--- src/base10000_decimal_to_scaled_int_top_assert.svh ---
// Assertion macros for the base-10000 decimal decoder.
// Included by the RTL files that carry concurrent assertions; needs no other file.
`ifndef BASE10000_DECIMAL_TO_SCALED_INT_TOP_ASSERT_SVH
`define BASE10000_DECIMAL_TO_SCALED_INT_TOP_ASSERT_SVH

// Same-cycle implication, disabled while reset is asserted.
`define B10K_ASSERT_IMP(label, clk, rst_n, ante, cons, msg) \
    label: assert property (@(posedge clk) disable iff (!rst_n) (ante) |-> (cons)) \
        else $error(msg);

// Next-cycle implication, disabled while reset is asserted.
`define B10K_ASSERT_NXT(label, clk, rst_n, ante, cons, msg) \
    label: assert property (@(posedge clk) disable iff (!rst_n) (ante) |=> (cons)) \
        else $error(msg);

`endif

--- src/b10k_pkg.sv ---
// Shared constants and helpers for the base-10000 decimal decoder.
// Has no dependencies; used by base10000_decimal_to_scaled_int_top and its testbench.
`timescale 1ns / 1ps

package b10k_pkg;

    localparam int WORD_W    = 16;
    localparam int VALUE_W   = 64;
    localparam int DSCALE_W  = 5;
    localparam int CHUNK_W   = 16;   // width of one digit through the serial MAC
    localparam int MUL_W     = 20;   // widest multiplier constant (10^6)
    localparam int CARRY_W   = 21;
    localparam int DIV_W     = 10;   // widest divisor (1000)
    localparam int IN_DATA_W  = 16;
    localparam int OUT_DATA_W = 72;

    localparam logic [MUL_W-1:0]    BASE_GROUP   = 20'd10000;
    localparam logic [DSCALE_W-1:0] MAX_DSCALE   = 5'd16;
    localparam logic [4:0]          MAX_INT_GRPS = 5'd16;

    // Power of ten for exponents 0..6.
    function automatic logic [MUL_W-1:0] pow10(input logic [2:0] n);
        logic [MUL_W-1:0] p;
        case (n)
            3'd0:    p = 20'd1;
            3'd1:    p = 20'd10;
            3'd2:    p = 20'd100;
            3'd3:    p = 20'd1000;
            3'd4:    p = 20'd10000;
            3'd5:    p = 20'd100000;
            3'd6:    p = 20'd1000000;
            default: p = 20'd1;
        endcase
        return p;
    endfunction

endpackage

--- src/base10000_decimal_to_scaled_int_top.sv ---
// Base-10000 packed decimal to scaled 64-bit integer decoder, top level.
// Depends on b10k_pkg and base10000_decimal_to_scaled_int_top_assert.svh.
//
// Channel   Direction  Beat contents
// s_axis    in         tdata[15:0] word, tuser start_req
// m_axis    out        tdata[63:0] scaled_value, tdata[68:64] decimal_scale
//
// A header word is taken in the wait state and needs no further work. A digit word is
// accepted and then sent in four steps through the 16-bit digit-serial multiply-accumulate
// unit (acc * 10000 + digit). Finishing runs one such pass per integer group or padding
// step, then at most one scale-up multiply or one bit-serial divide by 10, 100 or 1000.
// Reset is synchronous and active low; no clearing pass is needed after it.
// A finished result waits in the output register; input beats are taken meanwhile,
// and only a second result stalls until the first one is read.
`timescale 1ns / 1ps

`include "base10000_decimal_to_scaled_int_top_assert.svh"

module base10000_decimal_to_scaled_int_top (
    input  logic                               i_clk,
    input  logic                               i_rst_n,
    input  logic                               s_axis_tvalid,
    output logic                               s_axis_tready,
    input  logic [b10k_pkg::IN_DATA_W-1:0]     s_axis_tdata,   // [15:0] word
    input  logic                               s_axis_tuser,   // [0] start_req
    output logic                               m_axis_tvalid,
    input  logic                               m_axis_tready,
    output logic [b10k_pkg::OUT_DATA_W-1:0]    m_axis_tdata    // [63:0] scaled_value,
                                                               // [68:64] decimal_scale
);

    typedef enum logic [3:0] {
        ST_WAIT, ST_MAC, ST_FIN, ST_FIX_INT, ST_PAD, ST_ADJ, ST_DIVABS, ST_DIV, ST_OUT
    } t_state;

    typedef enum logic [2:0] {
        HDR_IDLE, HDR_WEIGHT, HDR_SIGN, HDR_DSCALE, HDR_DIGITS
    } t_hdr;

    t_state r_state;
    t_state r_ret;
    t_hdr   r_hdr;

    logic [15:0]                         r_left;
    logic signed [17:0]                  r_weight;
    logic [19:0]                         r_scale;
    logic [b10k_pkg::DSCALE_W-1:0]       r_dscale;
    logic                                r_neg;
    logic [b10k_pkg::VALUE_W-1:0]        r_acc;
    logic [b10k_pkg::VALUE_W-1:0]        r_add;
    logic [b10k_pkg::MUL_W-1:0]          r_mul;
    logic [b10k_pkg::CARRY_W-1:0]        r_carry;
    logic [1:0]                          r_step;
    logic [4:0]                          r_cnt;
    logic [5:0]                          r_bit;
    logic [b10k_pkg::DIV_W-1:0]          r_rem;
    logic [b10k_pkg::DIV_W-1:0]          r_div;
    logic                                r_dneg;
    logic                                r_out_valid;
    logic [b10k_pkg::VALUE_W-1:0]        r_out_value;
    logic [b10k_pkg::DSCALE_W-1:0]       r_out_scale;

    logic                                w_in_acc;
    logic [36:0]                         w_mac_sum;
    logic [b10k_pkg::DIV_W:0]            w_div_trial;
    logic                                w_div_q;
    logic [b10k_pkg::DIV_W-1:0]          w_div_rem;
    logic                                w_scale_lt;
    logic [4:0]                          w_gap_up;
    logic [19:0]                         w_gap_dn;
    logic                                w_pad;
    logic signed [b10k_pkg::VALUE_W-1:0] w_digit;

    assign w_in_acc      = s_axis_tvalid && s_axis_tready;
    assign s_axis_tready = (r_state == ST_WAIT);
    assign m_axis_tvalid = r_out_valid;
    assign m_axis_tdata  = {3'b000, r_out_scale, r_out_value};

    // One 16-bit digit of acc * mul + addend per cycle, low digit first.
    assign w_mac_sum = 37'(r_acc[b10k_pkg::CHUNK_W-1:0]) * 37'(r_mul)
                     + 37'(r_add[b10k_pkg::CHUNK_W-1:0]) + 37'(r_carry);

    // Restoring division step for a constant divisor, one quotient bit per cycle.
    assign w_div_trial = {r_rem, r_acc[b10k_pkg::VALUE_W-1]};
    assign w_div_q     = (w_div_trial >= {1'b0, r_div});
    assign w_div_rem   = w_div_q ? b10k_pkg::DIV_W'(w_div_trial - {1'b0, r_div})
                                 : b10k_pkg::DIV_W'(w_div_trial);

    // Distance between the held scale and the display scale.
    assign w_scale_lt = (r_scale < 20'(r_dscale));
    assign w_gap_up   = r_dscale - r_scale[4:0];
    assign w_gap_dn   = r_scale - 20'(r_dscale);
    assign w_pad      = ((21'(r_scale) + 21'd4) < 21'(r_dscale));

    assign w_digit = 64'(signed'(s_axis_tdata));

    // Header parsing, sequencing of the serial units and the output register.
    always_ff @(posedge i_clk) begin
        if (!i_rst_n) begin
            r_state     <= ST_WAIT;
            r_ret       <= ST_WAIT;
            r_hdr       <= HDR_IDLE;
            r_left      <= '0;
            r_weight    <= '0;
            r_scale     <= '0;
            r_dscale    <= '0;
            r_neg       <= 1'b0;
            r_acc       <= '0;
            r_step      <= '0;
            r_cnt       <= '0;
            r_bit       <= '0;
            r_dneg      <= 1'b0;
            r_out_valid <= 1'b0;
        end else begin
            // The output state reloads the register itself when it is read.
            if (r_out_valid && m_axis_tready && (r_state != ST_OUT)) begin
                r_out_valid <= 1'b0;
            end
            case (r_state)
                ST_WAIT: begin
                    if (w_in_acc) begin
                        if (s_axis_tuser) begin
                            r_left   <= s_axis_tdata[15] ? 16'd0 : s_axis_tdata;
                            r_acc    <= '0;
                            r_scale  <= '0;
                            r_weight <= '0;
                            r_dscale <= '0;
                            r_neg    <= 1'b0;
                            r_hdr    <= HDR_WEIGHT;
                        end else begin
                            case (r_hdr)
                                HDR_WEIGHT: begin
                                    r_weight <= 18'(signed'(s_axis_tdata));
                                    r_scale  <= s_axis_tdata[15]
                                              ? {2'b00, ~s_axis_tdata, 2'b00} : 20'd0;
                                    r_hdr    <= HDR_SIGN;
                                end
                                HDR_SIGN: begin
                                    r_neg <= (s_axis_tdata != 16'd0);
                                    r_hdr <= HDR_DSCALE;
                                end
                                HDR_DSCALE: begin
                                    r_dscale <= (s_axis_tdata > 16'(b10k_pkg::MAX_DSCALE))
                                              ? b10k_pkg::MAX_DSCALE : s_axis_tdata[4:0];
                                    if (r_left == 16'd0) begin
                                        r_hdr   <= HDR_IDLE;
                                        r_state <= ST_FIN;
                                    end else begin
                                        r_hdr <= HDR_DIGITS;
                                    end
                                end
                                HDR_DIGITS: begin
                                    r_mul    <= b10k_pkg::BASE_GROUP;
                                    r_add    <= w_digit;
                                    r_carry  <= '0;
                                    r_step   <= '0;
                                    r_state  <= ST_MAC;
                                    r_weight <= r_weight - 18'sd1;
                                    r_left   <= r_left - 16'd1;
                                    if (r_weight < 0) begin
                                        r_scale <= r_scale + 20'd4;
                                    end
                                    if (r_left == 16'd1) begin
                                        r_hdr <= HDR_IDLE;
                                        r_ret <= ST_FIN;
                                    end else begin
                                        r_ret <= ST_WAIT;
                                    end
                                end
                                default: begin
                                end
                            endcase
                        end
                    end
                end

                // Four digit steps through the shared multiply-accumulate unit.
                ST_MAC: begin
                    r_acc   <= {w_mac_sum[b10k_pkg::CHUNK_W-1:0],
                                r_acc[b10k_pkg::VALUE_W-1:b10k_pkg::CHUNK_W]};
                    r_add   <= {{b10k_pkg::CHUNK_W{1'b0}},
                                r_add[b10k_pkg::VALUE_W-1:b10k_pkg::CHUNK_W]};
                    r_carry <= w_mac_sum[36:16];
                    r_step  <= r_step + 2'd1;
                    if (r_step == 2'd3) begin
                        r_state <= r_ret;
                    end
                end

                // Count the integer groups left out after the last digit.
                ST_FIN: begin
                    r_dneg <= 1'b0;
                    if (r_weight < 0) begin
                        r_cnt <= 5'd0;
                    end else if (r_weight >= 18'sd15) begin
                        r_cnt <= b10k_pkg::MAX_INT_GRPS;
                    end else begin
                        r_cnt <= r_weight[4:0] + 5'd1;
                    end
                    r_state <= ST_FIX_INT;
                end

                ST_FIX_INT: begin
                    if (r_cnt != 5'd0) begin
                        r_cnt   <= r_cnt - 5'd1;
                        r_mul   <= b10k_pkg::BASE_GROUP;
                        r_add   <= '0;
                        r_carry <= '0;
                        r_step  <= '0;
                        r_ret   <= ST_FIX_INT;
                        r_state <= ST_MAC;
                    end else begin
                        r_state <= ST_PAD;
                    end
                end

                // Whole groups of four zeros up to within four digits of the display scale.
                ST_PAD: begin
                    if (w_pad) begin
                        r_scale <= r_scale + 20'd4;
                        r_mul   <= b10k_pkg::BASE_GROUP;
                        r_add   <= '0;
                        r_carry <= '0;
                        r_step  <= '0;
                        r_ret   <= ST_PAD;
                        r_state <= ST_MAC;
                    end else begin
                        r_state <= ST_ADJ;
                    end
                end

                // Final power-of-ten step: multiply up, divide down, or leave the value as it is.
                ST_ADJ: begin
                    if (w_scale_lt && (w_gap_up <= 5'd6)) begin
                        r_mul   <= b10k_pkg::pow10(w_gap_up[2:0]);
                        r_add   <= '0;
                        r_carry <= '0;
                        r_step  <= '0;
                        r_ret   <= ST_OUT;
                        r_state <= ST_MAC;
                    end else if (!w_scale_lt && (w_gap_dn inside {[20'd1:20'd3]})) begin
                        r_div   <= b10k_pkg::DIV_W'(b10k_pkg::pow10(w_gap_dn[2:0]));
                        r_state <= ST_DIVABS;
                    end else begin
                        r_state <= ST_OUT;
                    end
                end

                // Divide the magnitude and restore the sign afterward.
                ST_DIVABS: begin
                    r_dneg  <= r_acc[b10k_pkg::VALUE_W-1];
                    if (r_acc[b10k_pkg::VALUE_W-1]) begin
                        r_acc <= -r_acc;
                    end
                    r_rem   <= '0;
                    r_bit   <= '0;
                    r_state <= ST_DIV;
                end

                ST_DIV: begin
                    r_rem <= w_div_rem;
                    r_acc <= {r_acc[b10k_pkg::VALUE_W-2:0], w_div_q};
                    r_bit <= r_bit + 6'd1;
                    if (r_bit == 6'd63) begin
                        r_state <= ST_OUT;
                    end
                end

                // Load the result once the output register is free.
                ST_OUT: begin
                    if (!r_out_valid || m_axis_tready) begin
                        r_out_value <= (r_neg ^ r_dneg) ? -r_acc : r_acc;
                        r_out_scale <= r_dscale;
                        r_out_valid <= 1'b1;
                        r_state     <= ST_WAIT;
                    end
                end

                default: begin
                    r_state <= ST_WAIT;
                end
            endcase
        end
    end

    // A result appears only from the output-load state.
    `B10K_ASSERT_IMP(a_out_from_load, i_clk, i_rst_n, $rose(r_out_valid),
        $past(r_state) == ST_OUT, "result loaded outside the output state")
    // An accepted digit word always starts the multiply-accumulate unit.
    `B10K_ASSERT_NXT(a_digit_starts_mac, i_clk, i_rst_n,
        w_in_acc && !s_axis_tuser && (r_hdr == HDR_DIGITS),
        (r_state == ST_MAC) && (r_step == 2'd0), "digit word did not start the MAC")
    // The division remainder stays below the divisor.
    `B10K_ASSERT_IMP(a_div_rem_bound, i_clk, i_rst_n, r_state == ST_DIV,
        r_rem < r_div, "division remainder out of range")

endmodule

--- config.mk ---
export PLATFORM = sky130hd
export DESIGN_NAME = base10000_decimal_to_scaled_int_top
export DESIGN_NICKNAME = d
export VERILOG_FILES = /design/src/b10k_pkg.sv /design/src/base10000_decimal_to_scaled_int_top.sv
export VERILOG_INCLUDE_DIRS = /design/src /design/src/src
export SDC_FILE = /design/constraint.sdc
export NUM_CORES = 1
export LEC_CHECK = 0
export CAP_MARGIN = 20
export CELL_PAD_IN_SITES_DETAIL_PLACEMENT = 0
export CELL_PAD_IN_SITES_GLOBAL_PLACEMENT = 2
export CORE_UTILIZATION = 45
export CTS_CLUSTER_SIZE = 16
export DETAILED_ROUTE_END_ITERATION = 6
export DONT_BUFFER_PORTS = 1
export HOLD_SLACK_MARGIN = 0.1
export PLACE_DENSITY = 0.91
export SLEW_MARGIN = 0
export SYNTH_ARGS = -nofsm -noshare
export SYNTH_HDL_FRONTEND = slang
export SYNTH_SLANG_ARGS = --single-unit
--- constraint.sdc ---
create_clock -name i_clk -period 16.7 [get_ports i_clk]
set_input_delay 2.505 -clock i_clk [delete_from_list [all_inputs] [get_ports i_clk]]
set_output_delay 2.505 -clock i_clk [all_outputs]
set_load 0.02 [all_outputs]
==> results.md, run 1 <==
* Outcome: finished, violations left
* Failing checks: DRC
* Top_reg_cell synth: dfxtp_1
* Vias in the first global route at 21300
* H-Tree Depth at 2
* Clock Pin Slew Worst Setup and Hold Paths at 0.06 ns
* CP Cell Sequence: and2_1 -> inv_1 -> fa_1 -> inv_1 -> fa_1 -> inv_1 -> fa_1 -> inv_1 -> fa_1 -> fa_1 -> inv_1 -> fa_1 -> inv_1 -> ha_1 -> and3_1 -> and3_1 -> a22oi_1 -> nand4b_1 -> a221o_1 -> a211o_1 -> a21oi_1 -> mux2_2
* Die ar. at 0.0610 mm^2
* Final wirelength at 77400 um
* Synth cell types at 84
* Vias per cell at 5.79
* Worst reg-to-reg setup slack at 9.28 ns
* Synthesis-stage register bit count at 291
* Initial Util at 45.7%
* First-pass GRT wire length at 123000 um
* Via Count at 21600
* Setup TNS at 0 ns
* NumNets Final at 3383
* Drt first pass iters at 7
* Ports at 95
* Placement Rows at 89
* Leak Pwr at 0.0128 uW
* GR Util All Layers at 25.8%
* Initial antenna violation count at 0
* Power per cell area at 59.0 mW/mm^2
* Synth Cell Area at 0.0270 mm^2
* CP Class: flop to flop
* Crit. End Element: flop
* Slew Limit Headroom at 23.4%
* Final Slew Violations at 0
* Ys async rst share at 0%
* Met2 GRT Util at 41.3%
* Synthesis Warnings at 0
* Commonest non-fill, non-tap cells in the layout: 391 x inv_1, 311 x nand2_1, 258 x fa_1, 210 x nor2_1, 175 x ha_1
* CTS tree: yes
* Num Clock Sinks at 291
* Crit path required time at 17.00 ns
* Post-CTS Setup Repair Bufs at 0
* Met3 usage at 3.29%
* CP Max Fanout at 19
* Diode count at 0
* Layout area overhead at 6.23%
* I/O Buffers at 0
* Syn avg cell area at 8.81 um^2
* Maximum vdd drop at 0.0000646 V
* Worst-margin pin slew at 1.15 ns
* GR peak layer: met2
* Post-Syn Instances at 3065
* Setup violators final at 0
* CTS Hold Buffers Added at 0
* Final Hold Fails at 0
* Final Worst Setup Slack at 9.28 ns
* RSZ-0062 raised after global routing: false
* Final Wtd Congestion at 0.973
* Die H at 247 um
* Antenna Nets Post-Route at 0
* Largest stage delay, worst path at 0.76 ns
* Critical Path AT at 7.72 ns
* EDFF count, synth at 143
* GR Util met1 at 36.2%
* Iteration-0 DRC Markers at 1636
* Most common cell after layout, fill and taps aside: inv_1
* Remaining DRCs at 13
* Share of cells above drive strength 1 at 4.16%
* Clk buf depth at 3
* Final period util at 44.5%
* PostCTS Resize Cnt at 0
* CTS buffer count at 37
* Worst skew pair latency at 0.56 ns
* Seq/Total Area, Yosys at 26.9%
* GRT overflow at 0
* CORE AREA at 0.0591 mm^2
* F_max at 135 MHz
* Clock root buffer: clkbuf_16
* DPL Wire Length at 57900 um
* Die Wd at 247 um
* CP max stage cell: dfxtp_1
* Minimum clock period at 7.42 ns
* Min-Delay Path Class: flop to flop
* Max Cap Viol at 0
* Detailed-route wire length per cell at 20.8 um
* Largest net degree at the start of global routing at 90
* Worst setup SP type: flop
* Post-Route Skew at 0.0172 ns
* Pre-CTS WS at 9.24 ns
## per-stage QoR
| step | area, um^2 | power, uW | util [%] | instances | hold WS (ns) |
|---|---|---|---|---|---|
| after floorplan | 27000 | 842 | - | 3068 | 0.406 |
| after global placement | 27400 | 861 | 46.3 | 3661 | 0.438 |
| after detailed placement | 27400 | 863 | 46.3 | 3661 | 0.454 |
| after CTS | 28600 | 1710 | 48.4 | 3728 | 0.466 |
| after global routing | 28700 | 1740 | 48.5 | 3730 | 0.484 |
| final | 28700 | 1690 | 48.5 | 3730 | 0.464 |
## cell families after synthesis
| kind of cell | Yosys count | synth area share [%] |
|---|---|---|
| adders and majority gates | 433 | 27.2 |
| AOI/OAI and AO/OA | 591 | 13.9 |
| buffers and inverters | 593 | 8.46 |
| muxes | 12 | 0.450 |
| DFF | 291 | 26.9 |
| xor gates and xnor gates | 127 | 4.12 |
| other | 2 | 0.0278 |
| and+or+nand+nor | 1016 | 18.9 |
## metal layers
layer / vias up / share of wire, %
met2: 733 / 47
met3: 121 / 6.3
met5: - / 0
met4: 0 / 2.8
met1: 10700 / 44
li1: 10000 / -
## worst max-delay path, delay by kind of cell, from the launching register on
| kind | cells | cell delay (ns) |
|---|---|---|
| muxes | 1 | 0.34 |
| and+or+nand+nor | 4 | 1.04 |
| buffers and inverters | 6 | 0.38 |
| AOI/OAI and AO/OA | 4 | 1.10 |
| DFF | 1 | 0.76 |
| adders and majority gates | 7 | 3.54 |
## cell usage after synthesis (7+ instances only)
master | count | area share (%)
and3_1 | 14 | 0.32
o32ai_1 | 9 | 0.29
or3_1 | 26 | 0.60
o31ai_1 | 11 | 0.31
a21o_1 | 38 | 1.1
o22ai_1 | 13 | 0.30
o211ai_1 | 11 | 0.31
nand3_1 | 64 | 1.2
buf_4 | 8 | 0.22
dfxtp_1 | 148 | 11
a211o_1 | 9 | 0.29
a221oi_1 | 31 | 1.0
or2_2 | 7 | 0.16
edfxtp_1 | 143 | 16
a31oi_1 | 10 | 0.23
nor2_1 | 211 | 2.9
nand2b_1 | 17 | 0.39
a222oi_1 | 9 | 0.33
nor2b_1 | 15 | 0.35
o21ai_0 | 151 | 2.8
buf_2 | 10 | 0.19
a22oi_1 | 57 | 1.6
nor3_1 | 93 | 1.7
fa_1 | 258 | 19
clkbuf_1 | 172 | 2.4
ha_1 | 175 | 8.1
nand2_1 | 312 | 4.3
nor4_1 | 29 | 0.67
buf_1 | 8 | 0.11
a211oi_1 | 19 | 0.53
xor2_1 | 63 | 2.0
and2_1 | 136 | 3.2
inv_1 | 392 | 5.5
nand4_1 | 22 | 0.51
or4_1 | 10 | 0.28
nor3b_1 | 16 | 0.44
mux2i_1 | 11 | 0.41
xnor2_1 | 64 | 2.1
a21oi_1 | 162 | 3.0
o21a_1 | 16 | 0.44
## path summary, 6_finish.rpt
path | startpoint | end | cells after the start
worst max-delay path | r_acc[6] | r_carry[19] | 22
worst min-delay path | r_ret[3] | r_ret[3] | 2
worst max register to register | r_acc[6] | r_carry[19] | 22
worst min register to register | r_ret[3] | r_ret[3] | 2
## final cells by class
class	count	area, um^2
Clock buffer	50	1060
Timing Repair Buffer	23	198
Sequential cell	291	7260
Inverter	392	1470
Multi-Input combinational cell	2184	17500
Fill cell	5537	30500
Clock inverter	17	210
Tap cell	773	967
## sequential cells by signal, indices dropped and copies added, names as in the netlist, 3 cells and up
name	flops
r_weight	18
r_add	19
r_cnt	5
r_ret	4
r_dscale	5
r_rem	10
r_hdr	3
r_left	16
r_out_scale	5
r_bit	6
r_div	10
r_out_value	64
r_scale	18
r_carry	21
r_acc	64
r_mul	14
r_state	4
## report_power, final
part           internal [uW]  switching [uW]  total [uW]
clock                    509             334         843
sequential               749            7.63         756
combinational           33.1            59.7        92.7
Note: power is estimated with default switching activity, not from simulation.
==> run 2: changes to the inputs <==
--- a/config.mk
+++ b/config.mk
@@ -6,15 +6,16 @@
 export SDC_FILE = /design/constraint.sdc
 export NUM_CORES = 1
 export LEC_CHECK = 0
+export ABC_AREA = 1
 export CAP_MARGIN = 20
 export CELL_PAD_IN_SITES_DETAIL_PLACEMENT = 0
 export CELL_PAD_IN_SITES_GLOBAL_PLACEMENT = 2
-export CORE_UTILIZATION = 45
+export CORE_UTILIZATION = 35
 export CTS_CLUSTER_SIZE = 16
 export DETAILED_ROUTE_END_ITERATION = 6
 export DONT_BUFFER_PORTS = 1
 export HOLD_SLACK_MARGIN = 0.1
-export PLACE_DENSITY = 0.91
+export PLACE_DENSITY = 0.81
 export SLEW_MARGIN = 0
 export SYNTH_ARGS = -nofsm -noshare
 export SYNTH_HDL_FRONTEND = slang
==> constraint.sdc (replaced) <==
create_clock -name i_clk -period 6.7 [get_ports i_clk]
set_input_delay 1.005 -clock i_clk [delete_from_list [all_inputs] [get_ports i_clk]]
set_output_delay 1.005 -clock i_clk [all_outputs]
set_load 0.02 [all_outputs]
==> results.md, run 2 <==
* Clock root buffer: clkbuf_16
* GR Util All Layers at 22.8% (-3.0 points)
* Drt first pass iters at 7 (unchanged)
* Leak Pwr at 0.0160 uW (+25%)
* Antenna Nets Post-Route at 0 (unchanged)
* Largest stage delay, worst path at 0.59 ns (-0.17 ns)
* CP Class: flop to flop
* Vias in the first global route at 24300 (+14%)
* Slew Limit Headroom at 27.6% (+4.1 points)
* Register area at 0.00726 mm^2 (unchanged)
* Iteration-0 DRC Markers at 1732 (+5.9%)
* Sw frac at 41.0% (+17 points)
* Die H at 288 um (+17%)
* Crit. End Element: flop
* Ys async rst share at 0% (unchanged)
* Clk buf depth at 3 (unchanged)
* Layout area overhead at 8.89%
* Final Wtd Congestion at 0.929 (-4.5%)
* Largest net degree at the start of global routing at 87 (-3.3%)
* Synth top cells by count: 861 x nand2_1, 813 x inv_1, 313 x nor2_1
* Ports at 95 (unchanged)
* Failing checks: DRC
* CTS Hold Buffers Added at 0 (unchanged)
* CTS buffer count at 38 (+2.7%)
* CORE AREA at 0.0808 mm^2 (+37%)
* Outcome: finished, violations left
* Die ar. at 0.0830 mm^2 (+36%)
* Synthesis Warnings at 0 (unchanged)
* Min-Delay Path Class: flop to flop
* Synth top area share at 18.0% (-1.1 points)
* NumNets Final at 4266 (+26%)
* Minimum clock period at 6.34 ns (-1.09 ns)
* Post-synth top area cell: fa_1
* Seq/Total Area, Yosys at 25.3% (-1.6 points)
* Final period util at 94.6% (+50 points)
* EDFF count, synth at 143 (unchanged)
* Initial Util at 35.4% (-10 points)
* Pint at 4350 uW (+240%)
* Post-Syn Instances at 3868 (+26%)
* H-Tree Depth at 2 (unchanged)
* Num Clock Sinks at 291 (unchanged)
* Syn avg cell area at 7.41 um^2 (-16%)
* Placed insts at 4830 (+32%)
* Switch Pwr at 3030 uW (+660%)
* RSZ-0062 raised after global routing: false
* First-pass GRT wire length at 145000 um (+18%)
* Multi-input gate area at 0.0176 mm^2 (+0.70%)
* Power per cell area at 237 mW/mm^2 (+300%)
* Reg power frac at 30.5% (-14 points)
* Clk pwr share at 31.0% (-19 points)
* Top_reg_cell synth: dfxtp_1
* Top Registers: r_acc x64, r_out_value x64, r_carry x21
* Most frequent CP cell: fa_1
* Vias per cell at 4.99 (-14%)
* Largest cells by area after synthesis: fa_1 18%, edfxtp_1 15%, nand2_1 11%
* Post-Route Skew at 0.0374 ns (+0.0202 ns)
* Initial antenna violation count at 0 (unchanged)
* Placement Rows at 104 (+17%)
* Combinational share of power at 38.4% (+33 points)
* Setup TNS at 0 ns (unchanged)
* CP max stage cell: fa_1
* Worst setup SP type: flop
* Final Hold Fails at 0 (unchanged)
* GRT overflow at 0 (unchanged)
* Synthesis-stage register bit count at 291 (unchanged)
* Crit path required time at 7.00 ns (-10.00 ns)
* Diode count at 0 (unchanged)
* Worst path bufs/invs at 5 (-1)
* CP Max Fanout at 10 (-9)
* Remaining DRCs at 8 (-5)
* Worst skew pair latency at 0.58 ns (+0.02 ns)
* Final Slew Violations at 0 (unchanged)
* CP Cell Sequence: buf_4 -> nand2_1 -> fa_1 -> inv_1 -> fa_1 -> inv_1 -> fa_1 -> fa_1 -> fa_1 -> fa_1 -> inv_1 -> ha_1 -> a21oi_1 -> inv_1 -> a21oi_2 -> o21ai_0 -> a221oi_2 -> o21ai_1 -> o21ai_0 -> a21oi_1
* F_max at 158 MHz (+17%)
* Clock Pin Slew Worst Setup and Hold Paths at 0.07 ns (about the same)
* Synth cell types at 60 (-29%)
* Synth Cell Area at 0.0286 mm^2 (+6.1%)
* Hold slack at 0.463 ns (-0.000578 ns)
* Maximum vdd drop at 0.000172 V (+170%)
* Max Cap Viol at 0 (unchanged)
* Die Wd at 288 um (+17%)
* Pre-CTS WS at 0.0937 ns (-9.14 ns)
* Detailed-route wire length per cell at 19.0 um (-8.4%)
* Commonest non-fill, non-tap cells in the layout: 860 x nand2_1, 812 x inv_1, 309 x nor2_1, 258 x fa_1, 226 x o21ai_0
* CTS tree: yes
* Most common cell after layout, fill and taps aside: nand2_1
* Final wirelength at 93200 um (+20%)
* Final Worst Setup Slack at 0.361 ns (-8.91 ns)
* Post-Layout Cell Count at 4902 (+31%)
* Worst-margin pin slew at 1.09 ns (-0.0605 ns)
* DPL Wire Length at 74000 um (+28%)
* Share of cells above drive strength 1 at 5.02% (+0.86 points)
* Cell family with most CP delay: adder cells
* Fillers at 8619 (+56%)
* Count leader, synth: nand2_1
* Critical Path AT at 6.64 ns (-1.08 ns)
* Setup violators final at 0 (unchanged)
* Via Count at 24500 (+13%)
* I/O Buffers at 0 (unchanged)
-- run 2: what timing repair did --
action | 4_1_cts | 5_1_grt
resized for setup | 0 | 4
setup buffers | 0 | 2
endpoints found under the setup margin | 0 | 2
-- run 2: final timing paths --
kind / depth (start not counted) / slack (ns) / startpoint / endpoint
worst min register to register: 1 / 0.46 / r_bit[5] / r_bit[5]
worst max register to register: 20 / 0.36 / r_acc[5] / r_carry[15]
worst min-delay path: 1 / 0.46 / r_bit[5] / r_bit[5]
worst max-delay path: 20 / 0.36 / r_acc[5] / r_carry[15]
-- run 2: final cells by class --
| cell class | instances | share of cell area [%] |
|---|---|---|
| Timing Repair Buffer | 63 | 1.52 |
| Clock buffer | 53 | 3.59 |
| Multi-Input combinational cell | 2590 | 56.5 |
| Tap cell | 1060 | 4.25 |
| Clock inverter | 17 | 0.866 |
| Sequential cell | 291 | 23.3 |
| Inverter | 828 | 9.97 |
-- run 2: cells by family (layout without fill, tap and decap cells) --
kind of cell | after synthesis | count (layout) | share of synthesized area, %
AO/OA/AOI/OAI | 555 | 555 | 11.1
AND/OR/NAND/NOR | 1535 | 1535 | 22.7
other | 2 | 5 | 0.0262
buffers and inverters | 990 | 961 | 13.3
flip-flops | 291 | 291 | 25.3
adder cells (fa/ha/maj) | 433 | 433 | 25.7
XOR/XNOR | 62 | 62 | 1.90
-- run 2: stage by stage --
stage,power [uW],area [um^2],util [%]
6_report,7380,31200,38.6
4_1_cts,7450,31200,38.6
2_1_floorplan,4320,28700,-
3_3_place_gp,5130,29800,36.8
3_5_place_dp,5120,29800,36.8
5_1_grt,7930,31200,38.6
-- run 2: layer usage --
layer / GRT usage [%] / vias to the layer above / share of wire, %
li1: - / 12000 / -
met1: 31.5 / 11700 / 46
met2: 36.9 / 588 / 46
met3: 3.57 / 129 / 5.1
met4: 6.24 / 0 / 2.7
met5: 0 / - / 0
-- run 2: power groups by stage --
stage	clock (uW)	combinational (uW)	sequential, uW
finish	2290	2840	2250
global route	2400	3260	2280
CTS	2340	2850	2260
detailed placement	0	2830	2290
global placement	0	2840	2290
floorplan	0	2140	2180
